===== src/design/tgard_pkg.sv =====
package tgard_pkg;

    localparam int COUNT_BITS = 32;
    localparam int QUEUE_DEPTH = 2;

    localparam logic [1:0] CFG_BYTES_PER_PIXEL  = 2'd0;
    localparam logic [1:0] CFG_RUN_LENGTH_CODED = 2'd1;
    localparam logic [1:0] CFG_EXPAND_TO_FOUR   = 2'd2;
    localparam logic [1:0] CFG_PIXEL_TOTAL      = 2'd3;

    localparam logic [7:0] RUN_FLAG    = 8'h80;
    localparam logic [7:0] COUNT_FIELD = 8'h7f;
    localparam logic [7:0] OPAQUE      = 8'hff;

    typedef struct packed {
        logic [23:0] assembly;
        logic [7:0]  final_byte;
        logic [1:0]  top;
        logic        add_alpha;
        logic [7:0]  repeat_count;
        logic        last_of_image;
        logic        status;
    } pixel_entry_t;

endpackage


===== src/design/tgard_front.sv =====
module tgard_front import tgard_pkg::*; (
    input  logic                 clk,
    input  logic                 rst_n,
    input  logic                 cfg_valid,
    input  logic [1:0]           cfg_index,
    input  logic [31:0]          cfg_data,
    input  logic                 accept,
    input  logic [7:0]           data_byte,
    input  logic                 first_byte,
    output logic                 push,
    output pixel_entry_t         push_entry
);

    logic [2:0]            bytes_per_pixel_reg;
    logic                  run_length_coded_reg;
    logic                  expand_to_four_reg;
    logic [31:0]           pixel_total_reg;

    logic                  expect_header_reg, expect_header_next;
    logic                  packet_is_run_reg, packet_is_run_next;
    logic [7:0]            packet_left_reg, packet_left_next;
    logic [1:0]            byte_in_pixel_reg, byte_in_pixel_next;
    logic [23:0]           assembly_reg, assembly_next;
    logic [COUNT_BITS-1:0] remaining_reg, remaining_next;

    logic                  supported;
    logic                  hdr_eff;
    logic                  run_eff;
    logic [7:0]            left_eff;
    logic [1:0]            bip_eff;
    logic [23:0]           asm_eff;
    logic [COUNT_BITS-1:0] rem_eff;
    logic [1:0]            top;
    logic [2:0]            bpp_minus_one;
    logic [7:0]            rep_raw;
    logic [7:0]            rep_clip;
    logic [7:0]            left_after;
    logic [COUNT_BITS-1:0] rem_after;
    logic [23:0]           shifted_byte;

    always_ff @(posedge clk or negedge rst_n)
    begin
        if (!rst_n)
        begin
            bytes_per_pixel_reg  <= 3'd4;
            run_length_coded_reg <= 1'b0;
            expand_to_four_reg   <= 1'b0;
            pixel_total_reg      <= '0;
        end
        else if (cfg_valid)
        begin
            unique case (cfg_index)
                CFG_BYTES_PER_PIXEL:  bytes_per_pixel_reg  <= cfg_data[2:0];
                CFG_RUN_LENGTH_CODED: run_length_coded_reg <= cfg_data[0];
                CFG_EXPAND_TO_FOUR:   expand_to_four_reg   <= cfg_data[0];
                CFG_PIXEL_TOTAL:      pixel_total_reg      <= cfg_data;
                default:              pixel_total_reg      <= pixel_total_reg;
            endcase
        end
    end

    assign supported = (bytes_per_pixel_reg == 3'd1) || (bytes_per_pixel_reg == 3'd3)
                    || (bytes_per_pixel_reg == 3'd4);
    assign bpp_minus_one = bytes_per_pixel_reg - 3'd1;
    assign top = bpp_minus_one[1:0];

    assign hdr_eff  = first_byte ? 1'b1  : expect_header_reg;
    assign run_eff  = first_byte ? 1'b0  : packet_is_run_reg;
    assign left_eff = first_byte ? 8'd0  : packet_left_reg;
    assign bip_eff  = first_byte ? 2'd0  : byte_in_pixel_reg;
    assign asm_eff  = first_byte ? 24'd0 : assembly_reg;
    assign rem_eff  = first_byte ? pixel_total_reg[COUNT_BITS-1:0] : remaining_reg;

    assign rep_raw    = (run_length_coded_reg && run_eff) ? left_eff : 8'd1;
    assign left_after = run_eff ? 8'd0 : left_eff - 8'd1;
    assign rep_clip   = (rem_eff < COUNT_BITS'(rep_raw)) ? rem_eff[7:0] : rep_raw;
    assign rem_after  = rem_eff - COUNT_BITS'(rep_clip);

    always_comb
    begin
        shifted_byte = '0;
        case (bip_eff)
            2'd0:    shifted_byte = {16'd0, data_byte};
            2'd1:    shifted_byte = {8'd0, data_byte, 8'd0};
            default: shifted_byte = {data_byte, 16'd0};
        endcase
    end

    always_comb
    begin
        expect_header_next = hdr_eff;
        packet_is_run_next = run_eff;
        packet_left_next   = left_eff;
        byte_in_pixel_next = bip_eff;
        assembly_next      = asm_eff;
        remaining_next     = rem_eff;
        push               = 1'b0;
        push_entry         = '0;

        if (!supported)
        begin
            if (first_byte)
            begin
                remaining_next           = '0;
                push                     = 1'b1;
                push_entry.repeat_count  = 8'd1;
                push_entry.last_of_image = 1'b1;
                push_entry.status        = 1'b1;
            end
        end
        else if (rem_eff != '0)
        begin
            if (run_length_coded_reg && hdr_eff)
            begin
                packet_is_run_next = (data_byte & RUN_FLAG) != 8'd0;
                packet_left_next   = (data_byte & COUNT_FIELD) + 8'd1;
                expect_header_next = 1'b0;
                byte_in_pixel_next = 2'd0;
                assembly_next      = '0;
            end
            else if (bip_eff < top)
            begin
                assembly_next      = asm_eff | shifted_byte;
                byte_in_pixel_next = bip_eff + 2'd1;
            end
            else
            begin
                byte_in_pixel_next       = 2'd0;
                assembly_next            = '0;
                if (run_length_coded_reg)
                begin
                    packet_left_next = left_after;
                    if (left_after == 8'd0)
                    begin
                        expect_header_next = 1'b1;
                    end
                end
                remaining_next           = rem_after;
                push                     = 1'b1;
                push_entry.assembly      = asm_eff;
                push_entry.final_byte    = data_byte;
                push_entry.top           = top;
                push_entry.add_alpha     = (bytes_per_pixel_reg == 3'd3) && expand_to_four_reg;
                push_entry.repeat_count  = rep_clip;
                push_entry.last_of_image = rem_after == '0;
                push_entry.status        = 1'b0;
            end
        end

        if (!accept)
        begin
            push = 1'b0;
        end
    end

    always_ff @(posedge clk or negedge rst_n)
    begin
        if (!rst_n)
        begin
            expect_header_reg <= 1'b1;
            packet_is_run_reg <= 1'b0;
            packet_left_reg   <= '0;
            byte_in_pixel_reg <= '0;
            assembly_reg      <= '0;
            remaining_reg     <= '0;
        end
        else if (accept)
        begin
            expect_header_reg <= expect_header_next;
            packet_is_run_reg <= packet_is_run_next;
            packet_left_reg   <= packet_left_next;
            byte_in_pixel_reg <= byte_in_pixel_next;
            assembly_reg      <= assembly_next;
            remaining_reg     <= remaining_next;
        end
    end

endmodule


===== src/design/tgard_queue.sv =====
module tgard_queue import tgard_pkg::*; (
    input  logic         clk,
    input  logic         rst_n,
    input  logic         push,
    input  pixel_entry_t push_entry,
    input  logic         pop,
    output logic         full,
    output logic         not_empty,
    output pixel_entry_t head
);

    localparam int PTR_BITS = $clog2(QUEUE_DEPTH);

    pixel_entry_t          entries [QUEUE_DEPTH];
    logic [PTR_BITS-1:0]   wr_ptr_reg;
    logic [PTR_BITS-1:0]   rd_ptr_reg;
    logic [PTR_BITS:0]     count_reg;

    assign full      = count_reg == (PTR_BITS+1)'(QUEUE_DEPTH);
    assign not_empty = count_reg != '0;
    assign head      = entries[rd_ptr_reg];

    always_ff @(posedge clk)
    begin
        if (push)
        begin
            entries[wr_ptr_reg] <= push_entry;
        end
    end

    always_ff @(posedge clk or negedge rst_n)
    begin
        if (!rst_n)
        begin
            wr_ptr_reg <= '0;
            rd_ptr_reg <= '0;
            count_reg  <= '0;
        end
        else
        begin
            if (push)
            begin
                wr_ptr_reg <= (wr_ptr_reg == PTR_BITS'(QUEUE_DEPTH - 1)) ? '0
                                                                         : wr_ptr_reg + 1'b1;
            end
            if (pop)
            begin
                rd_ptr_reg <= (rd_ptr_reg == PTR_BITS'(QUEUE_DEPTH - 1)) ? '0
                                                                         : rd_ptr_reg + 1'b1;
            end
            if (push && !pop)
            begin
                count_reg <= count_reg + 1'b1;
            end
            else if (pop && !push)
            begin
                count_reg <= count_reg - 1'b1;
            end
        end
    end

    assert property (@(posedge clk) disable iff (!rst_n)
        count_reg <= (PTR_BITS+1)'(QUEUE_DEPTH))
        else $error("Request queue holds more entries than it has.");

    assert property (@(posedge clk) disable iff (!rst_n)
        pop |-> not_empty)
        else $error("Request taken from an empty queue.");

    assert property (@(posedge clk) disable iff (!rst_n)
        (push && !pop) |=> count_reg == $past(count_reg) + 1'b1)
        else $error("Queue count did not follow a lone push.");

endmodule


===== src/design/tgard_back.sv =====
module tgard_back import tgard_pkg::*; (
    input  logic         clk,
    input  logic         rst_n,
    input  logic         not_empty,
    input  pixel_entry_t head,
    output logic         pop,
    output logic         out_valid,
    input  logic         out_ready,
    output logic [31:0]  pixel_value,
    output logic [7:0]   repeat_count,
    output logic         last_of_image,
    output logic         status
);

    logic        out_valid_reg;
    logic [31:0] value_reg;
    logic [7:0]  repeat_reg;
    logic        last_reg;
    logic        status_reg;
    logic [31:0] value_next;

    assign pop = not_empty && (!out_valid_reg || out_ready);

    always_comb
    begin
        value_next = '0;
        case (head.top)
            2'd0:    value_next = {24'd0, head.final_byte};
            2'd1:    value_next = {16'd0, head.final_byte, head.assembly[7:0]};
            2'd2:    value_next = {8'd0, head.final_byte, head.assembly[15:0]};
            default: value_next = {head.final_byte, head.assembly};
        endcase
        if (head.add_alpha)
        begin
            value_next[31:24] = OPAQUE;
        end
    end

    always_ff @(posedge clk or negedge rst_n)
    begin
        if (!rst_n)
        begin
            out_valid_reg <= 1'b0;
        end
        else if (pop)
        begin
            out_valid_reg <= 1'b1;
        end
        else if (out_ready)
        begin
            out_valid_reg <= 1'b0;
        end
    end

    always_ff @(posedge clk)
    begin
        if (pop)
        begin
            value_reg  <= value_next;
            repeat_reg <= head.repeat_count;
            last_reg   <= head.last_of_image;
            status_reg <= head.status;
        end
    end

    assign out_valid     = out_valid_reg;
    assign pixel_value   = value_reg;
    assign repeat_count  = repeat_reg;
    assign last_of_image = last_reg;
    assign status        = status_reg;

endmodule


===== src/design/tga_rle_pixel_decoder_top.sv =====
// Decodes the pixel-data bytes of a TGA image into pixels with repeat counts.
// The input channel (in_valid, in_ready) carries one byte per request, with
// first_byte marking the first byte of a new image. The output channel
// (out_valid, out_ready) carries one pixel per request: its value, how many
// times it repeats, whether it ends the image and a status flag.
// The configuration channel (cfg_valid, cfg_ready) writes one register per
// request and is always ready; it should only be used while the block is idle.
// Throughput is one byte per cycle while in_ready is high, set by the parse and
// pixel counter loop in the front end. A byte that completes a pixel passes
// through the queue and the output register before it reaches the output.
// After reset the pixel counter is zero, so bytes are dropped until a request
// with first_byte set starts an image. If the receiver stalls, up to two
// pixels wait in the queue and one in the output register; in_ready then
// falls until the receiver takes a pixel again.
module tga_rle_pixel_decoder_top import tgard_pkg::*; (
    input  logic         clk,
    input  logic         rst_n,
    input  logic         cfg_valid,
    output logic         cfg_ready,
    input  logic [1:0]   cfg_index,
    input  logic [31:0]  cfg_data,
    input  logic         in_valid,
    output logic         in_ready,
    input  logic [7:0]   data_byte,
    input  logic         first_byte,
    output logic         out_valid,
    input  logic         out_ready,
    output logic [31:0]  pixel_value,
    output logic [7:0]   repeat_count,
    output logic         last_of_image,
    output logic         status
);

    logic         accept;
    logic         push;
    logic         pop;
    logic         full;
    logic         not_empty;
    pixel_entry_t push_entry;
    pixel_entry_t head;

    assign cfg_ready = 1'b1;
    assign in_ready  = !full;
    assign accept    = in_valid && !full;

    tgard_front u_front (
        .clk        (clk),
        .rst_n      (rst_n),
        .cfg_valid  (cfg_valid),
        .cfg_index  (cfg_index),
        .cfg_data   (cfg_data),
        .accept     (accept),
        .data_byte  (data_byte),
        .first_byte (first_byte),
        .push       (push),
        .push_entry (push_entry)
    );

    tgard_queue u_queue (
        .clk        (clk),
        .rst_n      (rst_n),
        .push       (push),
        .push_entry (push_entry),
        .pop        (pop),
        .full       (full),
        .not_empty  (not_empty),
        .head       (head)
    );

    tgard_back u_back (
        .clk           (clk),
        .rst_n         (rst_n),
        .not_empty     (not_empty),
        .head          (head),
        .pop           (pop),
        .out_valid     (out_valid),
        .out_ready     (out_ready),
        .pixel_value   (pixel_value),
        .repeat_count  (repeat_count),
        .last_of_image (last_of_image),
        .status        (status)
    );

endmodule


===== config.mk =====
export PLATFORM = sky130hd
export DESIGN_NAME = tga_rle_pixel_decoder_top
export DESIGN_NICKNAME = d
export VERILOG_FILES = /design/src/design/tgard_pkg.sv /design/src/design/tgard_front.sv /design/src/design/tgard_queue.sv /design/src/design/tgard_back.sv /design/src/design/tga_rle_pixel_decoder_top.sv
export SDC_FILE = /design/constraint.sdc
export NUM_CORES = 1
export LEC_CHECK = 0
export BUFFER_PORTS_ARGS = -buffer_cell sky130_fd_sc_hd__buf_2
export CORE_ASPECT_RATIO = 2
export CORE_MARGIN = 5
export CORE_UTILIZATION = 61
export DETAILED_ROUTE_END_ITERATION = 10
export PLACE_DENSITY_LB_ADDON = 0.25
export SKIP_CTS_REPAIR_TIMING = 1
export SLEW_MARGIN = 30
export SYNTH_ARGS = -nofsm -noshare
export SYNTH_HDL_FRONTEND = slang
export SYNTH_SLANG_ARGS = --single-unit

===== constraint.sdc =====
create_clock -name clk -period 5.9 [get_ports clk]
set_clock_uncertainty 0.2 [all_clocks]
set_input_delay 1.18 -clock clk [delete_from_list [all_inputs] [get_ports clk]]
set_output_delay 1.18 -clock clk [all_outputs]
set_load 0.02 [all_outputs]

* Word-level counts from Yosys, hierarchy flattened
Memories as Yosys holds them, arrays and structs flattened.
Cells that the tools add are included.
** Cells by class
- $add $sub $neg :: 9
- Shift operators :: 0
- Divide/modulo/power cells :: 0
- Magnitude comparators :: 2
- Bitwise gates (word level) :: 1
- Reduce and logical (&&, ||, !) cells :: 27
- Equality and inequality tests :: 10
- Muxes and demuxes :: 58
- Multiply operators :: 0
** Operators with widths (number)
- 32-bit two-way mux :: 6
- 45-bit two-way mux :: 3
- 24-bit two-way mux :: 5
- 32-bit case mux with 3 select lines :: 1
- 8-bit two-way mux :: 9
- 24-bit case mux with 2 select lines :: 1
- 35-bit two-way mux :: 1
- 32-bit logical NOT :: 1
- 32-bit by 8-bit < comparator with 1-bit output :: 1
- 32-bit nonzero test :: 1
- 32-bit by 8-bit subtractor with 32-bit output :: 1
- 24-bit OR :: 1
- 1-bit two-way mux :: 23
- 2-bit two-way mux :: 7
- 10-bit two-way mux :: 1
- 7-bit by 1-bit adder with 8-bit output, second input constant :: 1
- 2-bit == test, second input constant :: 4
- 8-bit logical NOT :: 1
- 2-bit AND reduction :: 4
- 8-bit by 1-bit subtractor with 8-bit output, second input constant :: 1
- 1-bit logical AND :: 7
- 2-bit by 1-bit == test with 1-bit output, second input constant :: 3
- 2-bit logical NOT :: 3
- 2-bit nonzero test :: 3
- 10 further kinds :: 18
** Word-level totals
- Flip-flop bits (word level) :: 152
- Memory bits (writable) :: 90
- ROM bits :: 0
- Latch bits :: 0
- Memories :: 1
- Output and inout port bits :: 45
- Bits of input ports :: 48
** Memories
- u_queue.entries :: words 2, width 45, rd ports 1, clocked after memory_dff 0, write ports 1, line tgard_queue.sv:14 : pixel_entry_t entries [QUEUE_DEPTH];

* Logic depth before layout (Yosys ltp)
Gate-level depths: netlist of the first run.
- Depth in word-level cells :: 11
- Gate-level depth with buffers :: 24
- Depth with buffers taken out :: 19

* Modules after synthesis
Synthesis of the first run repeated with hierarchy kept, for this count alone.
** Unflattened totals
- Cell total of the unflattened synthesis :: 1004
- Area total of the unflattened synthesis :: 12635.9 sq um
** Modules (own cells, without submodules)
- tgard_front :: cells each 749, area each 7208.2 sq um, instances 1, sequential area each 2630.0 sq um
- tgard_queue :: cells each 156, area each 3636.0 sq um, instances 1, sequential area each 2802.7 sq um
- tgard_back :: cells each 95, area each 1770.4 sq um, instances 1, sequential area each 1286.2 sq um
- tga_rle_pixel_decoder_top :: cells each 4, area each 21.3 sq um, instances 1, sequential area each 0.0 sq um

* Least setup slack after synthesis of the first run
OpenSTA, ideal clock, no wires.
- Path kind :: input-to-reg
- From :: input first_byte
- To :: memory u_queue.entries[0][1] in the netlist's numbering (data pin)
- Stages :: 23
- Required time :: 5525 ps
- Path slack :: -1113 ps
- Path buffers :: 8
- Arrival time :: 6638 ps
- Setup time :: 175 ps
- Cell sequence :: buf_6 -> buf_4 -> buf_4 -> buf_2 -> buf_2 -> buf_2 -> clkbuf_1 -> mux2_2 -> ha_1 -> a21o_1 -> a2111oi_0 -> o21a_1 -> buf_2 -> mux2i_1 -> ha_1 -> or2_2 -> o2111ai_1 -> a31oi_1 -> nor2_2 -> or4b_1 -> a2111oi_2 -> o2111ai_1 -> o31ai_2
** RTL lines
- start, declared :: line tga_rle_pixel_decoder_top.sv:25 : input logic first_byte,
- end, declared :: line tgard_queue.sv:14

==> metrics.yaml, run 1 <==
outcome:
  status: "completed"
clocking:
  cts_tree: "yes"
  clock_sink_count: 242
  clock_insertion_delay_worst_skew_ns: 0.52
  cts.reportedPaths.clkPinSlew_ns: 0.07
  htree_num_levels: 1
  clock-root-buffer: "clkbuf_16"
  cts_inserted_buffers: 22
  cts_buffer_depth: 3
min_path:
  holdPathStages: 2
  min_delay_worst_endpoint: "u_front.byte_in_pixel_reg[1]$_DFFE_PN0P_"
  min-delay-path-class: "reg2reg"
  holdCritStartpoint: "u_front.byte_in_pixel_reg[1]$_DFFE_PN0P_"
finish:
  fillCellCount: 1437
  final_common_cell: "edfxtp_1"
  flow.area_growth_from_synthesis_pct: 18.4
  multi_input_area_um2: 5510
  final_net_count: 1276
  ff_latch_area_um2: 6720
  layout.cell_area.non_filler_um2: 14600
  layout-drive-gt1-share: 0.272
  layout.cells.non_filler: 1481
  antennaDiodeCount: 0
  final_core_utilization: 0.735
  largest_register_ffs: 90
  most-common-layout-cells: "edfxtp_1 (132), dfrtp_1 (107), buf_4 (94), buf_2 (89), nand2_1 (83)"
  largest_register: "u_queue.entries"
logic_synthesis:
  count_of_cell_types_in_the_netlist: 77
  ys_async_sr_fraction: 0.455
  synth-seq-cells: 242
  synthesis.area_per_instance_um2: 11.8
  synth_enable_flop_cells: 132
  synth_top_flop_cell: "edfxtp_1"
  synth_warnings: 0
  mappedNetlistNets: 1124
  syn_inst: 1051
  yosysSeqAreaShare: 0.544
  syn-cell-area_um2: 12400
grt:
  grt_pass1_vias: 9829
  grt_antenna_before_repair: 0
  grt_util_all_layers: 0.284
  grt.overflow.total: 0
  global_route_wire_length_before_repair_mm: 52.1
  pin_count_of_the_biggest_net_entering_global_routing: 59
power_and_ir_drop:
  sw_frac_of_total: 0.368
  p_clk_frac: 0.226
  p_per_area_nw_per_um2: 458
  intPower_mw: 4.23
  power.combinational.fraction: 0.381
  p_seq_frac: 0.393
  fin_total_pwr_mw: 6.69
  power_switching_mw: 2.46
  power.static_leakage_nw: 5.96
  vdd_drop_max_v: 0.000312
place:
  routabilityCongestion: 0.973
  pre_cts_slack_ns: -0.446
  port-buffer-count: 91
  placed_area_um2: 13800
  detailed_place_hpwl_mm: 24.6
  inst_count_dp: 1441
drt:
  detail-route-antenna-nets: 0
  drtPass1Iterations: 5
  routed_wl_mm: 32.9
  wl_per_cell_um: 22.2
  vias_per_cell: 6.25
  vias: 9258
  drt_drc_violations_left: 0
  drt_first_iter_violations: 508
floorplan:
  core_rows: 73
  die_height_um: 211
  coreArea_um2: 19900
  die_width_um: 111
  floorplan.initialDensity: 0.621
  io-pin-count: 93
  design.die.area_um2: 23400
timing:
  unrepaired_setup_endpoints_after_global_routing: "false"
  slew_violations: 0
  final.setup.tns_ns: 0
  final_critical_path_setup_slack_ns: 0.257
  layout_min_cycle_time_ns: 5.64
  tightestPinTransition_ns: 0.939
  finalCritPeriodShare: 0.956
  slew_headroom: 0.367
  timing_hold_violations_final: 0
  fmax_mhz: 177
  report.final.setup_viol: 0
  hold_ws_ns: 0.274
critical_path:
  highest_fanout_seen_on_the_critical_path: 8
  critPathLaunchType: "primary input"
  worst_ep_required_time_ns: 6.05
  setup.worst_path.class: "in2reg"
  worst-r2r-setup-slack_ns: 0.64
  timing.critical_path.to_type: "flop"
  rr_worst_depth: 19
  r2r_start: "u_front.packet_is_run_reg$_DFFE_PN0P_"
  r2r_end: "u_queue.entries[1][1]$_DFFE_PP_"
  cp_data_arrival_time_ns: 5.79
run:
  max-cap-violations: 0
==> routing by layer <==
layer | vias up | part of all wire | track usage
met5 | - | 0 | 0
met4 | 0 | 0.091 | 0.221
met3 | 125 | 0.040 | 0.0310
met2 | 320 | 0.57 | 0.560
met1 | 4550 | 0.30 | 0.256
li1 | 4263 | - | -
==> cell usage after synthesis (all sizes together) (17+ instances only) <==
library cell,instances,area [µm²]
xnor2,24,210
nor2b,19,119
a21oi,35,179
nand3,17,85.1
clkbuf,36,135
a32o,28,280
nor3,27,140
edfxtp,132,3960
and3,30,188
buf,22,120
ha,24,300
and2,17,106
mux2,58,653
mux2i,47,470
a211oi,19,143
nand2,83,312
dfrtp,108,2700
o21ai,72,360
xor2,33,289
inv,22,82.6
nor2,55,209
==> area by class of cell <==
class,instances,share of cell area
clock buffers,30,0.0446
clock inverters,10,0.00847
inverters,22,0.00565
multi-input cells,729,0.377
flip-flops and latches,242,0.459
well taps,262,0.0224
repair buffers,186,0.0828
==> critical path, stage by stage <==
cell and delay (ns):
buf_4 0.16, buf_4 0.17, buf_4 0.17, mux2_2 0.36, ha_1 0.30, a21o_1 0.16
a21o_1 0.18, a21oi_2 0.20, o21a_1 0.18, buf_12 0.13, mux2i_1 0.10, ha_2 0.20
fa_2 0.39, buf_4 0.15, xor2_1 0.22, nand2_1 0.07, or4_1 0.47, or3_1 0.38
nor4_2 0.18, nand4_1 0.19, o31ai_2 0.23
==> worst max path at each step <==
stage               start                              end  slack, ns  depth (start not counted)
2_1_floorplan  first_byte  u_queue.entries[0][1]$_DFFE_PP_      -0.24                         24
3_3_place_gp   first_byte  u_queue.entries[0][1]$_DFFE_PP_      -0.38                         21
3_5_place_dp   first_byte  u_queue.entries[1][1]$_DFFE_PP_      -0.45                         19
4_1_cts        first_byte  u_queue.entries[1][1]$_DFFE_PP_       0.08                         19
5_1_grt        first_byte  u_queue.entries[1][1]$_DFFE_PP_       0.01                         19
6_report       first_byte  u_queue.entries[1][1]$_DFFE_PP_       0.26                         21
==> logic make-up (layout without fill, tap and decap cells) <==
group / count (synthesis) / after routing / synth area share
compound gates: 221 / 221 / 0.126
xor+xnor: 57 / 57 / 0.0404
fa+ha+maj: 25 / 25 / 0.0259
buf+inv: 80 / 248 / 0.0273
flops: 242 / 242 / 0.544
mux: 113 / 113 / 0.106
other cells: 1 / 1 / 0.000303
simple gates: 312 / 312 / 0.131
==> power by group through the flow <==
| stage | logic [mW] | registers, mW | clock network, mW |
|---|---|---|---|
| floorplan | 1.53 | 2.71 | 0 |
| global placement | 2.47 | 2.63 | 0 |
| detailed placement | 2.52 | 2.64 | 0 |
| CTS | 2.54 | 2.62 | 1.54 |
| global route | 2.76 | 2.68 | 1.60 |
| finish | 2.55 | 2.63 | 1.52 |
Power figures use the tool's default switching activity.
==> run 2, diff against run 1 <==
==> constraint.sdc (replaced) <==
create_clock -name clk -period 5.9 [get_ports clk]
set_clock_uncertainty 0.2 [all_clocks]
set_input_delay 0.59 -clock clk [delete_from_list [all_inputs] [get_ports clk]]
set_output_delay 0.59 -clock clk [all_outputs]
set_load 0.02 [all_outputs]
==> run 2 against run 1 <==
Compared with the run above:
- die area unchanged
- core utilization down 3.2 points
- final area shrank 4.4%
- total power is 5.7% lower
- sequential share of layout area is 2.1 points higher
- final cell count decreased by 3.3%
- sequential power about the same
- worst setup slack better by 0.13 ns
- critical endpoint is now u_front.remaining_reg[31]$_DFFE_PN0P_
- largest cell class unchanged
==> metrics.yaml, run 2 (synthesized netlist as in run 1, its figures left out) <==
critical_path:
  max_stage_delay_ns: 0.75  # +0.28 ns
  timing.critical_path.to_type: "flop"
  highest_fanout_seen_on_the_critical_path: 6  # -2
  slowest_stage: "nor4_1"
  cp_data_arrival_time_ns: 5.70  # -0.09 ns
  rr_worst_depth: 17  # -2
  critPathLaunchType: "flop"
  setup.worst_path.class: "reg2reg"
  critical_path.cell_chain: "nor3b_1 -> o22ai_1 -> or4_1 -> a2111oi_1 -> o21a_1 -> buf_4 -> mux2_2 -> ha_1 -> nand2b_1 -> a211oi_2 -> nor4_1 -> o41ai_2 -> buf_4 -> nor4_1 -> xor2_1 -> a21oi_1 -> o21ai_1"
  worst_ep_required_time_ns: 6.08  # +0.03 ns
finish:
  largest_register: "u_queue.entries"
  final_common_cell: "edfxtp_1"
  flow.area_growth_from_synthesis_pct: 13.2
  final_core_utilization: 0.702  # -0.0323
  final_net_count: 1228  # -3.8%
  layout-drive-gt1-share: 0.227  # -0.0450
  layout.cells.non_filler: 1432  # -3.3%
  largest_register_ffs: 90  # unchanged
  antennaDiodeCount: 0  # unchanged
  layout.cell_area.non_filler_um2: 14000  # -4.4%
  most-common-layout-cells: "edfxtp_1 (132), dfrtp_1 (107), buf_2 (89), nand2_1 (83), o21ai_0 (68)"
outcome:
  status: "completed"
timing:
  timing_hold_violations_final: 0  # unchanged
  hold_ws_ns: 0.0884  # -0.186 ns
  fmax_mhz: 181  # +2.3%
  finalCritPeriodShare: 0.935  # -0.0213
  layout_min_cycle_time_ns: 5.52  # -0.126 ns
  slew_headroom: 0.409  # +0.0412
  slew_violations: 0  # unchanged
  unrepaired_setup_endpoints_after_global_routing: "false"
  final_critical_path_setup_slack_ns: 0.383  # +0.126 ns
  tightestPinTransition_ns: 0.885  # -0.0540 ns
  final.setup.tns_ns: 0  # unchanged
  report.final.setup_viol: 0  # unchanged
min_path:
  min-delay-path-class: "in2reg"
  holdPathStages: 2  # unchanged
drt:
  wl_per_cell_um: 22.1  # -0.63%
  drt_first_iter_violations: 541  # +6.5%
  routed_wl_mm: 31.6  # -3.9%
  drtPass1Iterations: 5  # unchanged
  vias_per_cell: 6.34  # +1.4%
  detail-route-antenna-nets: 0  # unchanged
  drt_drc_violations_left: 0  # unchanged
  met1_length_mm: 9.66  # -0.47%
  vias: 9074  # -2.0%
  dr.max_layer_used: "met4"
  route.met3.wl_mm: 1.29  # -1.6%
  detailroute.wirelength.met2_mm: 17.4  # -7.9%
clocking:
  cts_tree: "yes"
  htree_num_levels: 1  # unchanged
  clock_insertion_delay_worst_skew_ns: 0.53  # about the same
  cts.reportedPaths.clkPinSlew_ns: 0.07  # about the same
  cts_buffer_depth: 3  # unchanged
  cts_inserted_buffers: 21  # -4.5%
  clock_sink_count: 242  # unchanged
  clock-root-buffer: "clkbuf_16"
grt:
  grt.overflow.total: 0  # unchanged
  grt_pass1_vias: 9416  # -4.2%
  grt_util_all_layers: 0.271  # -0.0128
  pin_count_of_the_biggest_net_entering_global_routing: 63  # +6.8%
  global_route_wire_length_before_repair_mm: 49.7  # -4.6%
  grt_antenna_before_repair: 0  # unchanged
floorplan:
  coreArea_um2: 19900  # unchanged
  io-pin-count: 93  # unchanged
  die_height_um: 211  # unchanged
  core_rows: 73  # unchanged
  floorplan.initialDensity: 0.621  # unchanged
  design.die.area_um2: 23400  # unchanged
  die_width_um: 111  # unchanged
place:
  placed_area_um2: 13300  # -3.7%
  inst_count_dp: 1393  # -3.3%
  routabilityCongestion: 1.05  # +7.7%
  port-buffer-count: 91  # unchanged
  detailed_place_hpwl_mm: 23.8  # -3.1%
  pre_cts_slack_ns: 0.0505  # +0.497 ns
power_and_ir_drop:
  power.static_leakage_nw: 5.63  # -5.5%
  fin_total_pwr_mw: 6.31  # -5.7%
  vdd_drop_max_v: 0.000304  # -2.6%
  p_per_area_nw_per_um2: 452  # -1.3%
run:
  max-cap-violations: 0  # unchanged
run 2: cell types whose count changed in the layout (fill, tap and decap cells not counted), moves of 3 or more:
cell | before | now
mux2_2 | 53 | 58
buf_4 | 94 | 48
ha_2 | 3 | 0
mux2_4 | 5 | 0
clkbuf_8 | 5 | 2
ha_1 | 18 | 23
run 2: area by class of cell:
cell class / instances / area [µm²]
timing repair buffer: 139 / 836
multi-input combinational: 729 / 5360
inverter: 22 / 82.6
clock buffer: 27 / 568
fill: 1522 / 5930
sequential: 242 / 6720
clock inverter: 11 / 92.6
tap: 262 / 328
run 2: routing by layer:
| layer | GRT usage | vias to the layer above |
|---|---|---|
| met5 | 0 | - |
| met4 | 0.233 | 0 |
| met3 | 0.0278 | 157 |
| met2 | 0.518 | 339 |
| met1 | 0.251 | 4417 |
| li1 | - | 4161 |
run 2: path summary, 6_finish.rpt:
path / slack, ns / endpoint / startpoint
max: 0.38 / u_front.remaining_reg[31]$_DFFE_PN0P_ / u_front.pixel_total_reg[20]$_DFFE_PN0P_
min reg2reg: 0.28 / u_front.assembly_reg[4]$_DFFE_PN0P_ / u_front.assembly_reg[4]$_DFFE_PN0P_
max in group asynchronous: 3.72 / u_queue.rd_ptr_reg$_DFFE_PN0P_ / rst_n
max reg2reg: 0.38 / u_front.remaining_reg[31]$_DFFE_PN0P_ / u_front.pixel_total_reg[20]$_DFFE_PN0P_
min in group asynchronous: 0.46 / u_front.packet_left_reg[3]$_DFFE_PN0P_ / rst_n
min: 0.09 / u_front.pixel_total_reg[31]$_DFFE_PN0P_ / cfg_data[31]
run 2: critical path, delay by kind of cell (launching register included):
kind	cells	cell delay (ns)
AO/OA/AOI/OAI	7	1.39
adder cells (fa/ha/maj)	1	0.28
flip-flops	1	0.46
AND/OR/NAND/NOR	5	2.22
XOR/XNOR	1	0.15
buffers and inverters	2	0.33
multiplexers	1	0.36
run 2: report_power, final:
group	internal, mW	switching [mW]
Clock	0.731	0.607
Combinational	0.905	1.45
Sequential	2.29	0.326
